`src/hdl/critical_path_analysis_top_macros.svh`:
```
// Assertion macros shared by the critical path analysis RTL.
// Depends on nothing; included by the files that carry assertions.
`ifndef CRITICAL_PATH_ANALYSIS_TOP_MACROS_SVH
`define CRITICAL_PATH_ANALYSIS_TOP_MACROS_SVH

// Same-cycle implication, checked outside reset.
`define CPA_ASSERT_NOW(lbl, clk, rst, ante, cons, msg) \
   lbl: assert property (@(posedge clk) disable iff (rst) (ante) |-> (cons)) \
      else $error(msg);

// Next-cycle implication, checked outside reset.
`define CPA_ASSERT_NEXT(lbl, clk, rst, ante, cons, msg) \
   lbl: assert property (@(posedge clk) disable iff (rst) (ante) |=> (cons)) \
      else $error(msg);

`endif

```
`src/hdl/cpa_edge_ram.sv`:
```
// Generic single-port-write, single-port-read synchronous RAM.
// Read data is registered. Depends on nothing.
`default_nettype none
module cpa_edge_ram #(
   parameter int DEPTH = 64,
   parameter int WIDTH = 26
) (
   input  wire logic                     clock,
   input  wire logic                     wr_en,
   input  wire logic [$clog2(DEPTH)-1:0] wr_addr,
   input  wire logic [WIDTH-1:0]         wr_data,
   input  wire logic [$clog2(DEPTH)-1:0] rd_addr,
   output logic      [WIDTH-1:0]         rd_data
);
   logic [WIDTH-1:0] mem_ff [DEPTH];

   always_ff @(posedge clock) begin
      if (wr_en) begin
         mem_ff[wr_addr] <= wr_data;
      end
      rd_data <= mem_ff[rd_addr];
   end
endmodule
`default_nettype wire

```
`config.mk`:
```
export PLATFORM = sky130hd
export DESIGN_NAME = cpa_edge_ram
export DESIGN_NICKNAME = d
export VERILOG_FILES = /design/src/hdl/critical_path_analysis_top_macros.svh /design/src/hdl/cpa_edge_ram.sv
export SDC_FILE = /design/constraint.sdc
export NUM_CORES = 1
export LEC_CHECK = 0
export BUFFER_PORTS_ARGS = -buffer_cell sky130_fd_sc_hd__buf_2
export CAP_MARGIN = 25
export CORE_AREA = 5 5 434 393
export CTS_CLUSTER_SIZE = 30
export DETAILED_ROUTE_END_ITERATION = 10
export DIE_AREA = 0 0 439 398
export SLEW_MARGIN = 0
export SYNTH_ARGS = -nofsm -noshare
export SYNTH_HDL_FRONTEND = slang
export SYNTH_SLANG_ARGS = --single-unit
```
`constraint.sdc`:
```
create_clock -name clock -period 4.66 [get_ports clock]
set_clock_uncertainty 0.2 [all_clocks]
set_input_delay 0.233 -clock clock [delete_from_list [all_inputs] [get_ports clock]]
set_output_delay 0.233 -clock clock [all_outputs]
set_load 0.02 [all_outputs]
```
==> metrics.cfg <==
[place]
dp_hpwl_mm = 97.06
gp_congestion = 0.7836
port_buffers = 65

[min_path]
min_path_type = primary input to flop
min_delay_path_depth = 2

[setup_path]
worstPathMaxFanout = 17
critPathRequiredTime_ns = 4.92
critPathLaunchType = primary input
end_kind = flop
crit_type = primary input to flop
reg2reg_depth = 4
worst_ep_arrival_time_ns = 3.34

[floorplan]
die_area_um2 = 174700
dieWidth_um = 439
ios = 66
core_um2 = 165600
initial_core_util_pct = 38.76
rows = 142
die_h_um = 398

[clock_tree]
cts_buffers = 169
cts.sinks = 1690
h-tree-depth = 4
cts.clk_slew.worst_paths_ns = 0.06
clockBufferDepth = 3
cts_tree = built
root_buffer = clkbuf_16
postCtsResizedCells = 0
clk_latency_ns = 0.80

[synthesis]
yosys-top-cells-area = edfxtp_1 78%, mux4_2 13%, mux2i_1 3.5%
synth-seq-cells = 1690
synth_top_area_share_pct = 77.85
synth_nets = 2881
syn_avg_cell_area_um2 = 22.59
synth_warnings = 0
yosysSeqAreaShare_pct = 78.66
yosysTopAreaCell = edfxtp_1
ys_types = 32
syn-cell-area_um2 = 64180
synth_cells = 2841

[finish]
fin_util_pct = 44.91
layout_commonest_cell = edfxtp_1
syn2layout_area_growth_pct = 15.85
nets = 3151
layout_common_cells = 1664 x edfxtp_1, 362 x mux4_2, 226 x mux2i_1
fill_cells = 13880
drive_above_1_share_pct = 27.26

[detailed_routing]
dr.pass1.iters = 6
vias_per_cell = 5.577
drc_errors = 0
drt_iter0_markers = 3828
drt_wl_total_mm = 163.7
vias = 30593
antenna_left = 0
wire_per_inst_um = 29.84

[status]
status = finished, final reports clean

[power_and_ir_drop]
p_switching_mw = 6.817
leakage_nw = 23.54
pwr-share-clk_pct = 41.5
p_sw_share_pct = 21.52
internal_power_mw = 24.87
ir_drop_mv = 0.3162
seq_power_share_pct = 53.3
p_per_area_nw_per_um2 = 426.1
combPwrFrac_pct = 5.2

[timing]
rsz0062_at_grt = no
tightest_slew_ns = 1.041
period_minus_slack_ns = 3.079
fmax_mhz = 324.8
fin_setup_tns_ns = 0
setup_viol = 0
post-route-period-util_pct = 66.08
hold_viol = 0
slew_viol_final = 0
slew_headroom_pct = 30.44

[global_routing]
grt_pass1_wl_mm = 232.6
grt_overflow = 0
grt_max_degree = 75
track_usage_pct = 18.66
grt_antenna_before_repair = 13
grt_pass1_vias = 30340

[job]
cap_violations = 0

cell type report:
cell class	instances	area [um^2]	share of cell area, %
multi-input cells	988	13250	17.82
clock buffers	227	4511	6.066
flip-flops and latches	1690	50490	67.90
clock inverters	83	809.5	1.089
diodes	4	10.01	0.01346
well taps	2232	2793	3.756
repair buffers	262	2497	3.359
cells in the mapped netlist (all sizes together):
cell type,count
o31ai,16
o21ai,32
clkbuf,64
nor2b,6
nand2b,4
nand4b,1
and3,16
a31oi,42
a21o,16
mux4,362
nand2,6
edfxtp,1664
or3,1
a211oi,10
buf,99
nand4,2
nor2,87
dfxtp,26
nand3b,5
or3b,3
o22ai,58
a22oi,84
nand3,6
or2,1
mux2i,226
nor3,2
and2,2
final timing paths:
path / slack [ns] / from / endpoint
worst max-delay path: 1.58 / wr_en / mem_ff[46][13]$_DFFE_PP_
worst min-delay path: 0.02 / wr_data[15] / mem_ff[3][15]$_DFFE_PP_
worst max register to register: 1.91 / mem_ff[55][3]$_DFFE_PP_ / rd_data[3]$_DFF_P_
worst min register to register: 0.66 / mem_ff[60][0]$_DFFE_PP_ / rd_data[0]$_DFF_P_
power groups by stage:
stage          registers, mW  logic [mW]  clock network (mW)
2_1_floorplan           17.2       0.818                   0
3_3_place_gp            17.2        1.62                   0
4_1_cts                 16.9        1.67                13.4
3_5_place_dp            17.2        1.64                   0
5_1_grt                 16.9        1.74                14.0
6_report                16.9        1.65                13.1
routing by layer:
layer / routed length, um / vias to the layer above / global-route usage (%) / part of all wire [%]
met4: 3872 / 2 / 5.003 / 2.4
met3: 12570 / 203 / 3.741 / 7.7
met2: 76660 / 1265 / 28.76 / 47
met5: 13 / - / 0 / 0.0079
met1: 70580 / 16478 / 27.30 / 43
li1: - / 12645 / - / -
critical path: stages:
cell and delay [ns]:
dlygate4sd3_1 0.61, buf_2 0.21, nor2b_1 0.32, nand3_1 0.65, nor2_4 0.92, buf_4 0.37
sequential cells by signal, summed over array words and instances, names as in the netlist:
| name | cells |
|---|---|
| mem_ff | 1664 |
| rd_data | 26 |
stage by stage:
step	worst slack, ns	cells	area, um^2	total power, mW	hold slack, ns
2_1_floorplan	1.489	2841	64180	18.03	0.1319
5_1_grt	1.558	5483	74350	32.67	0.01859
3_5_place_dp	1.146	5134	68580	18.86	0.4572
3_3_place_gp	1.020	5115	68130	18.84	0.4568
6_report	1.581	5486	74360	31.68	0.01596
4_1_cts	1.723	5477	74230	31.94	0.005192
logic make-up after synthesis:
| group | count (synthesis) | share of synthesized area, % |
|---|---|---|
| flip-flops | 1690 | 78.66 |
| AND/OR/NAND/NOR | 142 | 1.031 |
| AO/OA/AOI/OAI | 258 | 2.698 |
| buffers and inverters | 163 | 1.380 |
| multiplexers | 588 | 16.23 |
what timing repair did:
item,in CTS,in global routing
endpoints found under the hold margin,1242,0
buffers inserted,0,0
hold buffers,33,0
Note: power is estimated with default switching activity, not from simulation.
